### src/rtl/infix_to_postfix_converter_unit_defines.svh
// assertion macros for the infix to postfix converter
`ifndef INFIX_TO_POSTFIX_CONVERTER_UNIT_DEFINES_SVH
`define INFIX_TO_POSTFIX_CONVERTER_UNIT_DEFINES_SVH

// antecedent implies consequent in the same cycle
`define I2P_ASSERT_NOW(lbl, ante, cons) \
    lbl: assert property (@(posedge clk) disable iff (!rst_n) (ante) |-> (cons)) \
        else $error("i2p assertion failed");

// antecedent implies consequent in the next cycle
`define I2P_ASSERT_NEXT(lbl, ante, cons) \
    lbl: assert property (@(posedge clk) disable iff (!rst_n) (ante) |=> (cons)) \
        else $error("i2p assertion failed");

`endif

### src/rtl/i2p_pkg.sv
// shared types, codes and lookup functions for the infix to postfix converter
package i2p_pkg;

    typedef enum logic [2:0] {
        OP_ADD     = 3'd0,
        OP_SUB     = 3'd1,
        OP_MUL     = 3'd2,
        OP_DIV     = 3'd3,
        OP_POW     = 3'd4,
        OP_LPAREN  = 3'd5,
        OP_RPAREN  = 3'd6,
        OP_OPERAND = 3'd7
    } op_code_t;

    localparam logic [7:0] CHAR_PLUS   = 8'h2B;
    localparam logic [7:0] CHAR_MINUS  = 8'h2D;
    localparam logic [7:0] CHAR_STAR   = 8'h2A;
    localparam logic [7:0] CHAR_SLASH  = 8'h2F;
    localparam logic [7:0] CHAR_CARET  = 8'h5E;
    localparam logic [7:0] CHAR_LPAREN = 8'h28;
    localparam logic [7:0] CHAR_RPAREN = 8'h29;

    localparam int unsigned MAX_RESULTS = 34;
    localparam int unsigned RES_CNT_W   = $clog2(MAX_RESULTS + 1);

    typedef struct packed {
        logic [7:0] char_in;
        logic       expr_end;
    } in_item_t;

    typedef struct packed {
        logic [7:0] char_out;
        logic       has_char;
        logic       out_last;
        logic       overflow;
    } out_item_t;

    // controller to datapath
    typedef struct packed {
        logic load;
        logic pop;
        logic push;
        logic finish;
    } i2p_cmd_t;

    // datapath to controller
    typedef struct packed {
        logic in_operand;
        logic in_rparen;
        logic in_last;
        logic last;
        logic empty;
        logic top_lparen;
        logic breaks;
        logic can_pop;
        logic finish_ok;
        logic overflow;
    } i2p_sts_t;

    function automatic op_code_t classify(input logic [7:0] c);
        op_code_t k;
        case (c)
            CHAR_PLUS:   k = OP_ADD;
            CHAR_MINUS:  k = OP_SUB;
            CHAR_STAR:   k = OP_MUL;
            CHAR_SLASH:  k = OP_DIV;
            CHAR_CARET:  k = OP_POW;
            CHAR_LPAREN: k = OP_LPAREN;
            CHAR_RPAREN: k = OP_RPAREN;
            default:     k = OP_OPERAND;
        endcase
        return k;
    endfunction

    function automatic logic [7:0] code_char(input op_code_t op);
        logic [7:0] c;
        case (op)
            OP_ADD:    c = CHAR_PLUS;
            OP_SUB:    c = CHAR_MINUS;
            OP_MUL:    c = CHAR_STAR;
            OP_DIV:    c = CHAR_SLASH;
            OP_POW:    c = CHAR_CARET;
            OP_LPAREN: c = CHAR_LPAREN;
            default:   c = 8'h00;
        endcase
        return c;
    endfunction

    // precedence of an arriving operator
    function automatic logic [2:0] prec_out(input op_code_t op);
        logic [2:0] p;
        case (op)
            OP_ADD, OP_SUB: p = 3'd1;
            OP_MUL, OP_DIV: p = 3'd3;
            OP_POW:         p = 3'd6;
            OP_LPAREN:      p = 3'd7;
            default:        p = 3'd0;
        endcase
        return p;
    endfunction

    // precedence of an operator sitting on the stack
    function automatic logic [2:0] prec_in(input op_code_t op);
        logic [2:0] p;
        case (op)
            OP_ADD, OP_SUB: p = 3'd2;
            OP_MUL, OP_DIV: p = 3'd4;
            OP_POW:         p = 3'd5;
            default:        p = 3'd0;
        endcase
        return p;
    endfunction

endpackage

### src/rtl/i2p_ctrl.sv
// sequencing state machine for the infix to postfix converter
module i2p_ctrl (
    input  logic            clk,
    input  logic            rst_n,
    input  logic            infix_valid,
    output logic            infix_stall,
    input  i2p_pkg::i2p_sts_t sts,
    output i2p_pkg::i2p_cmd_t cmd
);
    import i2p_pkg::*;

    typedef enum logic [2:0] {
        ST_IDLE,
        ST_OPER,
        ST_CLOSE,
        ST_FLUSH,
        ST_FINISH
    } state_t;

    state_t state_reg;
    state_t state_next;
    state_t end_state;

    assign infix_stall = (state_reg != ST_IDLE);
    assign end_state   = sts.last ? ST_FLUSH : ST_FINISH;

    always_comb
    begin
        state_next = state_reg;
        cmd        = '0;
        case (state_reg)
            ST_IDLE:
            begin
                if (infix_valid)
                begin
                    cmd.load = 1'b1;
                    if (sts.in_operand)
                        state_next = sts.in_last ? ST_FLUSH : ST_FINISH;
                    else if (sts.in_rparen)
                        state_next = ST_CLOSE;
                    else
                        state_next = ST_OPER;
                end
            end
            ST_OPER:
            begin
                if (!sts.empty && !sts.breaks)
                begin
                    cmd.pop = sts.can_pop;
                end
                else
                begin
                    cmd.push   = 1'b1;
                    state_next = end_state;
                end
            end
            ST_CLOSE:
            begin
                if (sts.empty)
                begin
                    state_next = end_state;
                end
                else if (sts.top_lparen)
                begin
                    // matching open paren is dropped silently
                    cmd.pop    = 1'b1;
                    state_next = end_state;
                end
                else
                begin
                    cmd.pop = sts.can_pop;
                end
            end
            ST_FLUSH:
            begin
                if (sts.empty)
                    state_next = ST_FINISH;
                else
                    cmd.pop = sts.can_pop;
            end
            ST_FINISH:
            begin
                if (sts.finish_ok)
                begin
                    cmd.finish = 1'b1;
                    state_next = ST_IDLE;
                end
            end
            default:
            begin
                state_next = ST_IDLE;
            end
        endcase
    end

    always_ff @(posedge clk or negedge rst_n)
    begin
        if (!rst_n)
            state_reg <= ST_IDLE;
        else
            state_reg <= state_next;
    end

endmodule

### src/rtl/i2p_datapath.sv
// operator stack, held result and output register of the infix to postfix converter
module i2p_datapath #(
    parameter int unsigned STACK_DEPTH = 32
) (
    input  logic                 clk,
    input  logic                 rst_n,
    input  i2p_pkg::i2p_cmd_t    cmd,
    output i2p_pkg::i2p_sts_t    sts,
    input  i2p_pkg::in_item_t    infix_item,
    output logic                 postfix_valid,
    input  logic                 postfix_stall,
    output i2p_pkg::out_item_t   postfix_item
);
    import i2p_pkg::*;

    localparam int unsigned IDX_W = (STACK_DEPTH > 1) ? $clog2(STACK_DEPTH) : 1;
    localparam int unsigned CNT_W = $clog2(STACK_DEPTH + 1);

    logic [2:0]           stack_mem [STACK_DEPTH];
    op_code_t             top_reg;

    logic [CNT_W-1:0]     count_reg, count_next;
    logic                 ovf_reg, ovf_next;
    op_code_t             kind_reg, kind_next;
    logic                 last_reg, last_next;
    logic [RES_CNT_W-1:0] n_reg, n_next;
    logic                 pend_valid_reg, pend_valid_next;
    logic [7:0]           pend_char_reg, pend_char_next;
    logic                 out_valid_reg, out_valid_next;
    out_item_t            out_item_reg, out_item_next;

    op_code_t             in_kind;
    logic                 empty;
    logic                 full;
    logic                 out_free;
    logic                 emit_now;
    logic                 emit_if_pop;
    logic [IDX_W-1:0]     rd_addr;
    logic [IDX_W-1:0]     wr_addr;

    assign in_kind  = classify(infix_item.char_in);
    assign empty    = (count_reg == '0);
    assign full     = (count_reg == CNT_W'(STACK_DEPTH));
    assign out_free = !out_valid_reg || !postfix_stall;

    // a pop makes a character unless it is an open paren or the result cap is reached
    assign emit_if_pop = (top_reg != OP_LPAREN) && (n_reg < RES_CNT_W'(MAX_RESULTS));
    assign emit_now    = cmd.pop && emit_if_pop;

    // new top after a pop sits one below the current top
    assign rd_addr = (count_reg > CNT_W'(1)) ? IDX_W'(count_reg - CNT_W'(2)) : '0;
    assign wr_addr = IDX_W'(count_reg);

    assign sts.in_operand = (in_kind == OP_OPERAND);
    assign sts.in_rparen  = (in_kind == OP_RPAREN);
    assign sts.in_last    = infix_item.expr_end;
    assign sts.last       = last_reg;
    assign sts.empty      = empty;
    assign sts.top_lparen = (top_reg == OP_LPAREN);
    assign sts.breaks     = (prec_out(kind_reg) > prec_in(top_reg));
    assign sts.can_pop    = !(emit_if_pop && pend_valid_reg) || out_free;
    assign sts.finish_ok  = !(pend_valid_reg || last_reg) || out_free;
    assign sts.overflow   = ovf_reg;

    always_comb
    begin
        count_next      = count_reg;
        ovf_next        = ovf_reg;
        kind_next       = kind_reg;
        last_next       = last_reg;
        n_next          = n_reg;
        pend_valid_next = pend_valid_reg;
        pend_char_next  = pend_char_reg;
        out_valid_next  = out_valid_reg;
        out_item_next   = out_item_reg;

        if (!postfix_stall)
            out_valid_next = 1'b0;

        if (cmd.load)
        begin
            kind_next       = in_kind;
            last_next       = infix_item.expr_end;
            pend_char_next  = infix_item.char_in;
            pend_valid_next = (in_kind == OP_OPERAND);
            n_next          = (in_kind == OP_OPERAND) ? RES_CNT_W'(1) : '0;
        end

        if (cmd.pop)
        begin
            count_next = count_reg - CNT_W'(1);
            if (emit_now)
            begin
                // the held item goes out, the popped operator takes its place
                if (pend_valid_reg)
                begin
                    out_valid_next         = 1'b1;
                    out_item_next.char_out = pend_char_reg;
                    out_item_next.has_char = 1'b1;
                    out_item_next.out_last = 1'b0;
                    out_item_next.overflow = ovf_reg;
                end
                pend_valid_next = 1'b1;
                pend_char_next  = code_char(top_reg);
                n_next          = n_reg + RES_CNT_W'(1);
            end
        end

        if (cmd.push)
        begin
            if (full)
                ovf_next = 1'b1;
            else
                count_next = count_reg + CNT_W'(1);
        end

        if (cmd.finish)
        begin
            if (pend_valid_reg || last_reg)
            begin
                out_valid_next         = 1'b1;
                out_item_next.char_out = pend_valid_reg ? pend_char_reg : 8'h00;
                out_item_next.has_char = pend_valid_reg;
                out_item_next.out_last = last_reg;
                out_item_next.overflow = ovf_reg;
            end
            pend_valid_next = 1'b0;
        end
    end

    always_ff @(posedge clk or negedge rst_n)
    begin
        if (!rst_n)
        begin
            count_reg      <= '0;
            ovf_reg        <= 1'b0;
            pend_valid_reg <= 1'b0;
            out_valid_reg  <= 1'b0;
        end
        else
        begin
            count_reg      <= count_next;
            ovf_reg        <= ovf_next;
            pend_valid_reg <= pend_valid_next;
            out_valid_reg  <= out_valid_next;
        end
    end

    always_ff @(posedge clk)
    begin
        kind_reg      <= kind_next;
        last_reg      <= last_next;
        n_reg         <= n_next;
        pend_char_reg <= pend_char_next;
        out_item_reg  <= out_item_next;
    end

    // stack memory with a registered top of stack
    always_ff @(posedge clk)
    begin
        if (cmd.push && !full)
        begin
            stack_mem[wr_addr] <= kind_reg;
            top_reg            <= kind_reg;
        end
        else if (cmd.pop)
        begin
            top_reg <= op_code_t'(stack_mem[rd_addr]);
        end
    end

    assign postfix_valid = out_valid_reg;
    assign postfix_item  = out_item_reg;

endmodule

### src/rtl/infix_to_postfix_converter_unit.sv
// top level of the infix to postfix converter: controller, datapath and checks
// an operand item goes from accept to the finish step; an operator pops in the operator step
// until it may push, a ')' pops down to '(' or an empty stack; a last item flushes the stack
// a result is offered the cycle after its pop or finish step; a stalled output holds the pops
// pops of the operator stack go one entry at a time through the single stack read port
// rst_n clears the stack count, overflow flag, held item and output register at once
`include "infix_to_postfix_converter_unit_defines.svh"

module infix_to_postfix_converter_unit #(
    parameter int unsigned STACK_DEPTH = 32
) (
    input  logic               clk,
    input  logic               rst_n,
    input  logic               infix_valid,
    output logic               infix_stall,
    input  i2p_pkg::in_item_t  infix_item,
    output logic               postfix_valid,
    input  logic               postfix_stall,
    output i2p_pkg::out_item_t postfix_item
);
    import i2p_pkg::*;

    i2p_cmd_t cmd;
    i2p_sts_t sts;

    i2p_ctrl u_ctrl (
        .clk         (clk),
        .rst_n       (rst_n),
        .infix_valid (infix_valid),
        .infix_stall (infix_stall),
        .sts         (sts),
        .cmd         (cmd)
    );

    i2p_datapath #(
        .STACK_DEPTH (STACK_DEPTH)
    ) u_datapath (
        .clk           (clk),
        .rst_n         (rst_n),
        .cmd           (cmd),
        .sts           (sts),
        .infix_item    (infix_item),
        .postfix_valid (postfix_valid),
        .postfix_stall (postfix_stall),
        .postfix_item  (postfix_item)
    );

    // one item in flight at a time
    `I2P_ASSERT_NEXT(a_busy_after_accept, infix_valid && !infix_stall, infix_stall)
    // dropped push is remembered until reset
    `I2P_ASSERT_NEXT(a_overflow_sticky, sts.overflow, sts.overflow)
    // controller never pops an empty stack
    `I2P_ASSERT_NOW(a_no_pop_when_empty, cmd.pop, !sts.empty)

endmodule

### config.mk
export PLATFORM = sky130hd
export DESIGN_NAME = infix_to_postfix_converter_unit
export DESIGN_NICKNAME = d
export VERILOG_FILES = /design/src/rtl/i2p_pkg.sv /design/src/rtl/i2p_ctrl.sv /design/src/rtl/i2p_datapath.sv /design/src/rtl/infix_to_postfix_converter_unit.sv
export VERILOG_INCLUDE_DIRS = /design/src /design/src/rtl
export SDC_FILE = /design/constraint.sdc
export NUM_CORES = 1
export LEC_CHECK = 0
export ABC_AREA = 1
export BUFFER_PORTS_ARGS = -buffer_cell sky130_fd_sc_hd__buf_2
export CELL_PAD_IN_SITES_DETAIL_PLACEMENT = 0
export CELL_PAD_IN_SITES_GLOBAL_PLACEMENT = 1
export CORE_ASPECT_RATIO = 0.9
export CORE_MARGIN = 5
export CORE_UTILIZATION = 29
export DETAILED_ROUTE_END_ITERATION = 12
export HOLD_SLACK_MARGIN = 0.12
export PLACE_DENSITY_LB_ADDON = 0.1
export SYNTH_ARGS = -nofsm -noshare
export SYNTH_HDL_FRONTEND = slang
export SYNTH_SLANG_ARGS = --single-unit
### constraint.sdc
create_clock -name clk -period 3 [get_ports clk]
set_input_delay 0.15 -clock clk [delete_from_list [all_inputs] [get_ports clk]]
set_output_delay 0.15 -clock clk [all_outputs]
set_load 0.03 [all_outputs]
==> qor.txt, run 1 <==
area delta synth->final: 16.2%
maximum clock rate: 370 MHz
Area contributors post-synth: edfxtp_1 (44%), nand2_1 (10%), nand3_1 (8.3%)
area post-placement: 0.00743 mm^2
static leakage: 3.47 nW
Clk pin slew, worst setup/hold paths: 0.06 ns
relative slew slack: 56.4%
Unique masters post-synth: 41
Synth top area share: 44.4%
minimum clock period: 2.70 ns
sequential fraction of the synthesis area: 55.8%
io pins: 26
grt total ovfl: 0
Post-synth EDFFs: 103
pwr dens: 1050 mW/mm^2
Post-CTS Setup Bufs: 0
Buf+Inv Stages, Crit Path: 4
Fin Setup TNS: 0 ns
Worst EP arrival: 2.99 ns
die span in y: 157 um
port bufs: 25
CP max-delay cell: dfrtp_1
number of global-route vias before repair: 5147
count of state elements after synthesis: 140
initial antenna violation count: 0
GRT Overall Usage: 13.8%
delay-heaviest family, CP: buffers and inverters
H-tree Lvls: 4
Routed WL: 18600 um
Die W: 173 um
crit path cell chain: clkinvlp_4 > ha_1 > inv_1 > nand2_1 > nand3_4 > buf_4 > nand2_1 > inv_1 > nand3_1 > nand3_1 > nand3_1 > nand2_1
Design Area, Final: 0.00810 mm^2
Max FO, Critical Path: 19
Initial Util: 29.6%
most frequent cells after synthesis: nand2_1 (188), nand3_1 (115), edfxtp_1 (103)
Synth area leader: edfxtp_1
Die ar.: 0.0272 mm^2
CTS Buffer Depth: 2
first-pass GRT wire length: 29100 um
fin crit share: 90.1%
Hold Vio Cnt, Final: 0
CTS tree: done
CTS buffer count: 17
RSZ-0062 raised after global routing: no
Yosys warnings: 0
clock root buffer: clkbuf_16
synthesized area per cell: 8.95 um^2
DRT Pass-1 Iters: 4
clock latency on the worst-skew pair: 0.42 ns
share of post-route cells with drive strength above 1: 13.3%
final setup vio count: 0
Async SR Flop Fraction: 8.57%
Placer Congestion: 0.808
vias per cell: 4.68
ys flop type: edfxtp_1
Worst Setup End Kind: register
max cap viols: 0
Final Max Slew Viols: 0
Synth Net Count: 804
Worst setup SP type: register
diode count: 0
Vias: 5291
Crit Path Class: reg2reg
first-iteration detailed-routing DRC count: 273
# DRC: 0
VDD IR max: 458 uV
detailed placement HPWL: 13400 um
Core ar.: 0.0235 mm^2
Worst Skew: 0.00874 ns
number of flip-flops in the largest register: 96
outcome: finished, final reports clean
Synth Cell Area: 0.00697 mm^2
nets@finish: 841
Cell Rows: 53
crit-path max cell delay: 0.50 ns
leading cell type by number of instances after synthesis: nand2_1
Hold Path Class: in2reg
Req. time, crit path: 3.28 ns
CTS Sinks: 140
wire length per cell: 16.5 um
pin count of the biggest net entering global routing: 63
antenna violation net count after detailed routing: 0
worst-margin pin slew: 0.654 ns
Cells after Synth: 779
total chip power: 8.54 mW
-- metrics by stage --
step	worst slack, ns	cells	hold slack [ns]	utilization, %
3_3_place_gp	0.277	1093	0.106	31.5
2_1_floorplan	0.530	779	-0.146	-
6_report	0.297	1131	0.139	34.4
3_5_place_dp	0.241	1093	0.0958	31.5
4_1_cts	0.212	1131	0.131	34.4
5_1_grt	0.0358	1131	0.159	34.4
-- where the power goes --
part	leakage, nW	switching, mW	internal [mW]
Combinational	1.92	2.57	1.14
Clock	0.294	0.863	1.32
Sequential	1.26	0.247	2.39
-- path summary, 6_finish.rpt --
check | depth (start not counted) | from | slack [ns] | to
setup / recovery | 12 | u_datapath.count_reg[1]$_DFF_PN0_ | 0.30 | u_datapath.top_reg[1]$_DFFE_PP_
min in group asynchronous | 2 | rst_n | 0.20 | u_ctrl.state_reg[0]$_DFFE_PN0P_
hold / removal | 5 | infix_item[8] | 0.14 | u_datapath.pend_char_reg[7]$_DFF_P_
setup reg to reg | 12 | u_datapath.count_reg[1]$_DFF_PN0_ | 0.30 | u_datapath.top_reg[1]$_DFFE_PP_
hold reg to reg | 2 | u_datapath.n_reg[5]$_DFF_P_ | 0.46 | u_datapath.n_reg[5]$_DFF_P_
max in group asynchronous | 2 | rst_n | 2.50 | u_datapath.count_reg[0]$_DFF_PN0_
-- tightest hold or removal path, stage by stage --
cell     delay (ns)
buf_2          0.10
inv_1          0.07
o21ai_0        0.09
nand2_1        0.07
inv_1          0.03
-- kinds of logic (layout without fill, tap and decap cells) --
group / after synthesis / count (layout) / synth area share [%]
AND/OR/NAND/NOR: 439 / 439 / 29.0
XOR/XNOR: 5 / 5 / 0.628
AO/OA/AOI/OAI: 46 / 46 / 4.13
flip-flops: 140 / 140 / 55.8
adder cells (fa/ha/maj): 12 / 12 / 2.15
buffers and inverters: 137 / 187 / 8.27
-- layer usage --
metal	global-route usage (%)	share of wire [%]
met3	2.71	3.7
met1	20.5	52
met4	3.84	1.5
met2	20.7	43
met5	0	0
-- what timing repair did --
item | in CTS | in global routing
endpoints found under the setup margin | 0 | 2
hold buffers | 6 | 0
gates resized for setup | 0 | 1
endpoints found under the hold margin | 17 | 0
-- placed cells by master (no fill, tap or decap), types with 3 or more instances in the layout --
| cell type | count |
|---|---|
| a21oi_1 | 10 |
| a31oi_1 | 3 |
| buf_2 | 25 |
| buf_4 | 16 |
| bufinv_16 | 3 |
| clkbuf_16 | 17 |
| clkinv_4 | 3 |
| clkinvlp_4 | 3 |
| dfrtp_1 | 11 |
| dfxtp_1 | 25 |
| dlygate4sd3_1 | 6 |
| edfxtp_1 | 103 |
| ha_1 | 12 |
| inv_1 | 100 |
| inv_2 | 6 |
| inv_6 | 4 |
| nand2_1 | 188 |
| nand2_2 | 4 |
| nand3_1 | 115 |
| nand3b_1 | 15 |
| nand4_1 | 8 |
| nor2_1 | 74 |
| nor3_1 | 6 |
| o2111ai_1 | 9 |
| o21ai_0 | 14 |
| or2_2 | 15 |
| xor2_1 | 5 |
-- final cells by class --
| class | count | area [um^2] |
|---|---|---|
| clock buffer | 17 | 425 |
| clock inverter | 15 | 186 |
| fill | 2384 | 15400 |
| inverter | 108 | 409 |
| multi-input combinational | 502 | 2500 |
| sequential | 140 | 3890 |
| tap | 302 | 378 |
| timing repair buffer | 47 | 305 |
Note: power is estimated with default switching activity, not from simulation.
==> inputs of run 2 (changes only) <==
--- a/config.mk
+++ b/config.mk
@@ -12,7 +12,7 @@
 export CELL_PAD_IN_SITES_GLOBAL_PLACEMENT = 1
 export CORE_ASPECT_RATIO = 0.9
 export CORE_MARGIN = 5
-export CORE_UTILIZATION = 29
+export CORE_UTILIZATION = 48
 export DETAILED_ROUTE_END_ITERATION = 12
 export HOLD_SLACK_MARGIN = 0.12
 export PLACE_DENSITY_LB_ADDON = 0.1
==> qor.txt, run 2 (same netlist as run 1, synthesis figures left out) <==
minimum clock period: 2.66 ns (was 2.70 ns)
CP max-delay cell: edfxtp_1 (was dfrtp_1)
clock latency on the worst-skew pair: 0.42 ns (about the same)
initial antenna violation count: 1 (was 0)
sw frac: 41.2% (was 43.1%)
GRT Overall Usage: 20.7% (was 13.8%)
detailed placement HPWL: 11700 um (was 13400 um)
Vias: 5392 (was 5291)
crit-path max cell delay: 0.42 ns (was 0.50 ns)
final core utilization: 56.7% (was 34.4%)
relative slew slack: 55.0% (was 56.4%)
RSZ-0062 raised after global routing: no (unchanged)
pre-CTS setup slack: 0.348 ns (was 0.241 ns)
Cell Rows: 41 (was 53)
Die ar.: 0.0170 mm^2 (was 0.0272 mm^2)
CTS tree: done (unchanged)
die span in y: 124 um (was 157 um)
crit path cell chain: nor3_1 > nor2_1 > ha_1 > a21oi_1 > nand2_1 > nand2_1 > nand3_1 > nand2_2 > nand3_4 > nor2_8 > inv_2 > nor2_1 > a2bb2oi_1 (was clkinvlp_4 > ha_1 > inv_1 > nand2_1 > nand3_4 > buf_4 > nand2_1 > inv_1 > nand3_1 > nand3_1 > nand3_1 > nand2_1)
Worst Skew: 0.0126 ns (was 0.00874 ns)
Final WS setup: 0.335 ns (was 0.297 ns)
CTS buffer count: 17 (unchanged)
number of global-route vias before repair: 5229 (was 5147)
Placer Congestion: 0.822 (was 0.808)
Hold Path Class: in2reg (unchanged)
static leakage: 3.50 nW (was 3.47 nW)
Fin Setup TNS: 0 ns (unchanged)
maximum clock rate: 375 MHz (was 370 MHz)
switching power total: 3.52 mW (was 3.68 mW)
Post-CTS Setup Bufs: 0 (unchanged)
io pins: 26 (unchanged)
nets@finish: 846 (was 841)
Hold Vio Cnt, Final: 0 (unchanged)
Core ar.: 0.0142 mm^2 (was 0.0235 mm^2)
Clk pin slew, worst setup/hold paths: 0.06 ns (about the same)
Max FO, Critical Path: 18 (was 19)
grt total ovfl: 0 (unchanged)
CTS Buffer Depth: 2 (unchanged)
Routed WL: 16900 um (was 18600 um)
leading cell type in the layout, fill and taps excluded: nand2_1 (unchanged)
Logic pwr share: 42.9% (was 43.5%)
Sequential Power Share: 31.0% (was 30.9%)
first-iteration detailed-routing DRC count: 383 (was 273)
share of post-route cells with drive strength above 1: 12.8% (was 13.3%)
port bufs: 25 (unchanged)
worst-margin pin slew: 0.670 ns (was 0.654 ns)
pin count of the biggest net entering global routing: 34 (was 63)
number of flip-flops in the largest register: 96 (unchanged)
Final Max Slew Viols: 0 (unchanged)
vias per cell: 5.25 (was 4.68)
area delta synth->final: 15.2% (was 16.2%)
Worst setup SP type: register (unchanged)
VDD IR max: 609 uV (was 458 uV)
Worst EP arrival: 2.96 ns (was 2.99 ns)
CTS Sinks: 140 (unchanged)
most frequent cells in the layout: nand2_1 (188), nand3_1 (115), edfxtp_1 (103) (unchanged)
clock share of power: 26.2% (was 25.6%)
antenna violation net count after detailed routing: 0 (unchanged)
pwr dens: 1060 mW/mm^2 (was 1050 mW/mm^2)
Crit Path Class: reg2reg (unchanged)
Worst Setup End Kind: register (unchanged)
clock root buffer: clkbuf_16 (unchanged)
post-cts resize count: 0 (unchanged)
H-tree Lvls: 4 (unchanged)
Die W: 137 um (was 173 um)
max cap viols: 0 (unchanged)
final setup vio count: 0 (unchanged)
fin crit share: 88.8% (was 90.1%)
DRT Pass-1 Iters: 5 (was 4)
# fillers: 1330 (was 2384)
outcome: finished, final reports clean (unchanged)
wire length per cell: 16.5 um (about the same)
first-pass GRT wire length: 27100 um (was 29100 um)
Req. time, crit path: 3.30 ns (was 3.28 ns)
# DRC: 0 (unchanged)
Initial Util: 49.2% (was 29.6%)
Pint: 5.03 mW (was 4.86 mW)
[run 2: changes by cell type in the layout (fill, tap and decap cells not counted), sizes merged]
cell         before  now
buf              41   42
bufinv            3    5
clkbuf           17   19
clkinvlp          3    4
diode             0    1
dlygate4sd3       6   10
inv             111  106
[run 2: power groups by stage]
stage,clock network [mW],logic (mW),registers (mW)
2_1_floorplan,0,2.60,2.73
6_report,2.23,3.66,2.64
3_3_place_gp,0,3.57,2.66
4_1_cts,2.28,3.66,2.64
3_5_place_dp,0,3.64,2.68
5_1_grt,2.36,4.10,2.68
[run 2: repair_timing]
item / CTS / global route
endpoints found under the setup margin: 0 / 0
hold buffers: 10 / 0
hold endpoints to repair: 22 / 0
[run 2: path summary, 6_finish.rpt]
check / depth (start not counted) / end / slack [ns] / from
worst min register to register: 2 / u_datapath.n_reg[5]$_DFF_P_ / 0.46 / u_datapath.n_reg[4]$_DFF_P_
max in group asynchronous: 2 / u_datapath.count_reg[0]$_DFF_PN0_ / 2.56 / rst_n
worst min-delay path: 5 / u_datapath.pend_char_reg[4]$_DFF_P_ / 0.15 / infix_item[5]
worst max register to register: 13 / u_datapath.pend_char_reg[2]$_DFF_P_ / 0.34 / u_datapath.top_reg[0]$_DFFE_PP_
min in group asynchronous: 2 / u_datapath.postfix_valid$_DFF_PN0_ / 0.17 / rst_n
worst max-delay path: 13 / u_datapath.pend_char_reg[2]$_DFF_P_ / 0.34 / u_datapath.top_reg[0]$_DFFE_PP_
[run 2: worst max-delay path, delay by kind of cell, from the launching register on]
kind	cells	cell delay [ns]
compound gates	2	0.25
fa+ha+maj	1	0.31
buf+inv	1	0.19
flops	1	0.42
simple gates	9	1.37
[run 2: through the flow]
stage | hold WS (ns) | cells | cell area [um^2] | power [mW]
after floorplan | -0.146 | 779 | 6970 | 5.33
after global placement | 0.0800 | 985 | 7300 | 6.24
after detailed placement | 0.0852 | 985 | 7300 | 6.31
after CTS | 0.135 | 1027 | 8030 | 8.57
after global routing | 0.174 | 1028 | 8030 | 9.14
final | 0.151 | 1028 | 8030 | 8.54
[run 2: layer usage]
layer	vias to the layer above	global-route usage [%]	wire (um)	part of all wire, %
li1	2657	-	-	-
met1	2571	31.2	8360	49
met2	147	30.4	7490	44
met3	17	4.12	879	5.2
met4	0	5.69	175	1.0
met5	-	0	0	0
[run 2: final cells by class]
| cell class | count | area, um^2 | area share [%] |
|---|---|---|---|
| diodes | 1 | 2.50 | 0.0312 |
| flip-flops and latches | 140 | 3890 | 48.5 |
| clock inverters | 13 | 198 | 2.46 |
| well taps | 193 | 241 | 3.01 |
| repair buffers | 52 | 353 | 4.39 |
| multi-input cells | 502 | 2500 | 31.2 |
| clock buffers | 19 | 433 | 5.39 |
| inverters | 108 | 405 | 5.05 |
==> inputs of run 3 (changes only) <==
--- a/config.mk
+++ b/config.mk
@@ -15,6 +15,7 @@
 export CORE_UTILIZATION = 48
 export DETAILED_ROUTE_END_ITERATION = 12
 export HOLD_SLACK_MARGIN = 0.12
+export MAX_ROUTING_LAYER = met4
 export PLACE_DENSITY_LB_ADDON = 0.1
 export SYNTH_ARGS = -nofsm -noshare
 export SYNTH_HDL_FRONTEND = slang
==> qor.txt, run 3 (same netlist as run 1, synthesis figures left out) <==
outcome: finished, final reports clean (unchanged)
Worst EP arrival: 2.96 ns (about the same)
max cap viols: 0 (unchanged)
Final Max Slew Viols: 0 (unchanged)
Vias: 5393 (was 5392)
CTS Sinks: 140 (unchanged)
FF-to-FF path depth: 13 (unchanged)
M1 GR Usage: 31.2% (about the same)
R2R Setup Slk: 0.34 ns (about the same)
GR Util met3: 4.00% (was 4.12%)
nets@finish: 846 (unchanged)
first-pass GRT wire length: 27100 um (unchanged)
leading cell type in the layout, fill and taps excluded: nand2_1 (unchanged)
DRT Pass-1 Iters: 5 (unchanged)
post-cts resize count: 0 (unchanged)
GRT busiest layer: met1 (unchanged)
pin count of the biggest net entering global routing: 34 (unchanged)
Placer Congestion: 0.834 (was 0.822)
die span in y: 124 um (unchanged)
number of flip-flops in the largest register: 96 (unchanged)
Die ar.: 0.0170 mm^2 (unchanged)
Worst setup SP type: register (unchanged)
clock latency on the worst-skew pair: 0.42 ns (about the same)
grt total ovfl: 0 (unchanged)
Hold Path Class: in2reg (unchanged)
WHS Path Cells: 5 (unchanged)
share of post-route cells with drive strength above 1: 12.8% (unchanged)
Hold Vio Cnt, Final: 0 (unchanged)
worst-margin pin slew: 0.668 ns (was 0.670 ns)
Crit Path Class: reg2reg (unchanged)
Logic pwr share: 42.9% (about the same)
maximum clock rate: 376 MHz (was 375 MHz)
port bufs: 25 (unchanged)
Worst Hold End: u_datapath.pend_char_reg[6]$_DFF_P_ (was u_datapath.pend_char_reg[4]$_DFF_P_)
Initial Util: 49.2% (unchanged)
register area: 0.00389 mm^2 (unchanged)
Fin Setup TNS: 0 ns (unchanged)
# fillers: 1330 (unchanged)
CTS Buffer Depth: 2 (unchanged)
GRT Overall Usage: 21.3% (was 20.7%)
clock root buffer: clkbuf_16 (unchanged)
clock share of power: 26.1% (was 26.2%)
Sequential Power Share: 31.0% (about the same)
switching power total: 3.51 mW (was 3.52 mW)
relative slew slack: 55.1% (was 55.0%)
Routed WL: 16900 um (about the same)
VDD IR max: 607 uV (was 609 uV)
hold_buf cts: 10 (unchanged)
most frequent cells in the layout: nand2_1 (188), nand3_1 (115), edfxtp_1 (103) (unchanged)
final setup vio count: 0 (unchanged)
Worst Setup End Kind: register (unchanged)
antenna violation net count after detailed routing: 0 (unchanged)
sw frac: 41.1% (was 41.2%)
Core ar.: 0.0142 mm^2 (unchanged)
# DRC: 0 (unchanged)
fin crit share: 88.7% (was 88.8%)
R2R Path End: u_datapath.pend_char_reg[2]$_DFF_P_ (unchanged)
Cell Rows: 41 (unchanged)
Req. time, crit path: 3.30 ns (about the same)
Max FO, Critical Path: 18 (unchanged)
area delta synth->final: 15.2% (unchanged)
RSZ-0062 raised after global routing: no (unchanged)
Final WS setup: 0.340 ns (was 0.335 ns)
pwr dens: 1060 mW/mm^2 (about the same)
final core utilization: 56.7% (unchanged)
Worst Skew: 0.00862 ns (was 0.0126 ns)
hold_sp: infix_item[7] (was infix_item[5])
CTS buffer count: 17 (unchanged)
global routing usage on met2: 30.3% (was 30.4%)
detailed placement HPWL: 11700 um (unchanged)
wire length per cell: 16.4 um (was 16.5 um)
first-iteration detailed-routing DRC count: 394 (was 383)
io pins: 26 (unchanged)
Die W: 137 um (unchanged)
static leakage: 3.50 nW (unchanged)
minimum clock period: 2.66 ns (about the same)
CTS tree: done (unchanged)
Pint: 5.03 mW (about the same)
number of global-route vias before repair: 5229 (unchanged)
footprint of the multi-input gates: 0.00250 mm^2 (unchanged)
vias per cell: 5.25 (about the same)
H-tree Lvls: 4 (unchanged)
Post-CTS Setup Bufs: 0 (unchanged)
pre-CTS setup slack: 0.348 ns (unchanged)
Clk pin slew, worst setup/hold paths: 0.06 ns (about the same)
Worst R2R Start: u_datapath.top_reg[0]$_DFFE_PP_ (unchanged)
initial antenna violation count: 1 (unchanged)
## run 3: cell counts in the layout (fill, tap and decap cells not counted)
No cell type changed its count.
## run 3: layer usage
layer,vias up,wire (um),part of all wire [%]
met3,17,937,5.6
met1,2567,8290,49
met4,0,203,1.2
li1,2659,-,-
met2,150,7420,44
met5,-,0,0
## run 3: per-stage QoR
step           hold slack (ns)  cells  total power, mW  instance area, um^2
2_1_floorplan           -0.146    779             5.33                 6970
3_3_place_gp            0.0800    985             6.24                 7300
3_5_place_dp            0.0852    985             6.31                 7300
4_1_cts                  0.135   1027             8.57                 8030
5_1_grt                  0.175   1028             9.14                 8030
6_report                 0.154   1028             8.54                 8030
## run 3: worst max path at each step
stage	from	to	slack (ns)	depth (start not counted)
finish	u_datapath.top_reg[0]$_DFFE_PP_	u_datapath.pend_char_reg[2]$_DFF_P_	0.34	13
global route	u_datapath.top_reg[0]$_DFFE_PP_	u_datapath.pend_char_reg[2]$_DFF_P_	0.02	13
CTS	u_datapath.top_reg[1]$_DFFE_PP_	u_datapath.pend_char_reg[2]$_DFF_P_	0.34	13
detailed placement	u_datapath.top_reg[0]$_DFFE_PP_	u_datapath.pend_char_reg[2]$_DFF_P_	0.35	13
global placement	u_datapath.top_reg[0]$_DFFE_PP_	u_datapath.pend_char_reg[2]$_DFF_P_	0.37	13
floorplan	u_datapath.kind_reg[2]$_DFFE_PP_	u_datapath.stack_mem[13][0]$_DFFE_PP_	0.53	11
## run 3: area by class of cell
type | instances | area share (%)
clock buffer | 19 | 5.39
inverter | 108 | 5.05
antenna | 1 | 0.0312
clock inverter | 13 | 2.46
multi-input combinational | 502 | 31.2
sequential | 140 | 48.5
timing repair buffer | 52 | 4.39
tap | 193 | 3.01
## run 3: critical path: stages (launching register included)
cell	delay [ns]
edfxtp_1	0.42
nor3_1	0.25
nor2_1	0.08
ha_1	0.31
a21oi_1	0.15
nand2_1	0.06
nand2_1	0.08
nand3_1	0.13
nand2_2	0.11
nand3_4	0.12
nor2_8	0.30
inv_2	0.20
nor2_1	0.23
a2bb2oi_1	0.10
## run 3: power groups by stage
stage	sequential [mW]	combinational (mW)	clock, mW
global route	2.68	4.10	2.36
floorplan	2.73	2.60	0
global placement	2.66	3.57	0
CTS	2.64	3.66	2.28
finish	2.64	3.66	2.23
detailed placement	2.68	3.64	0
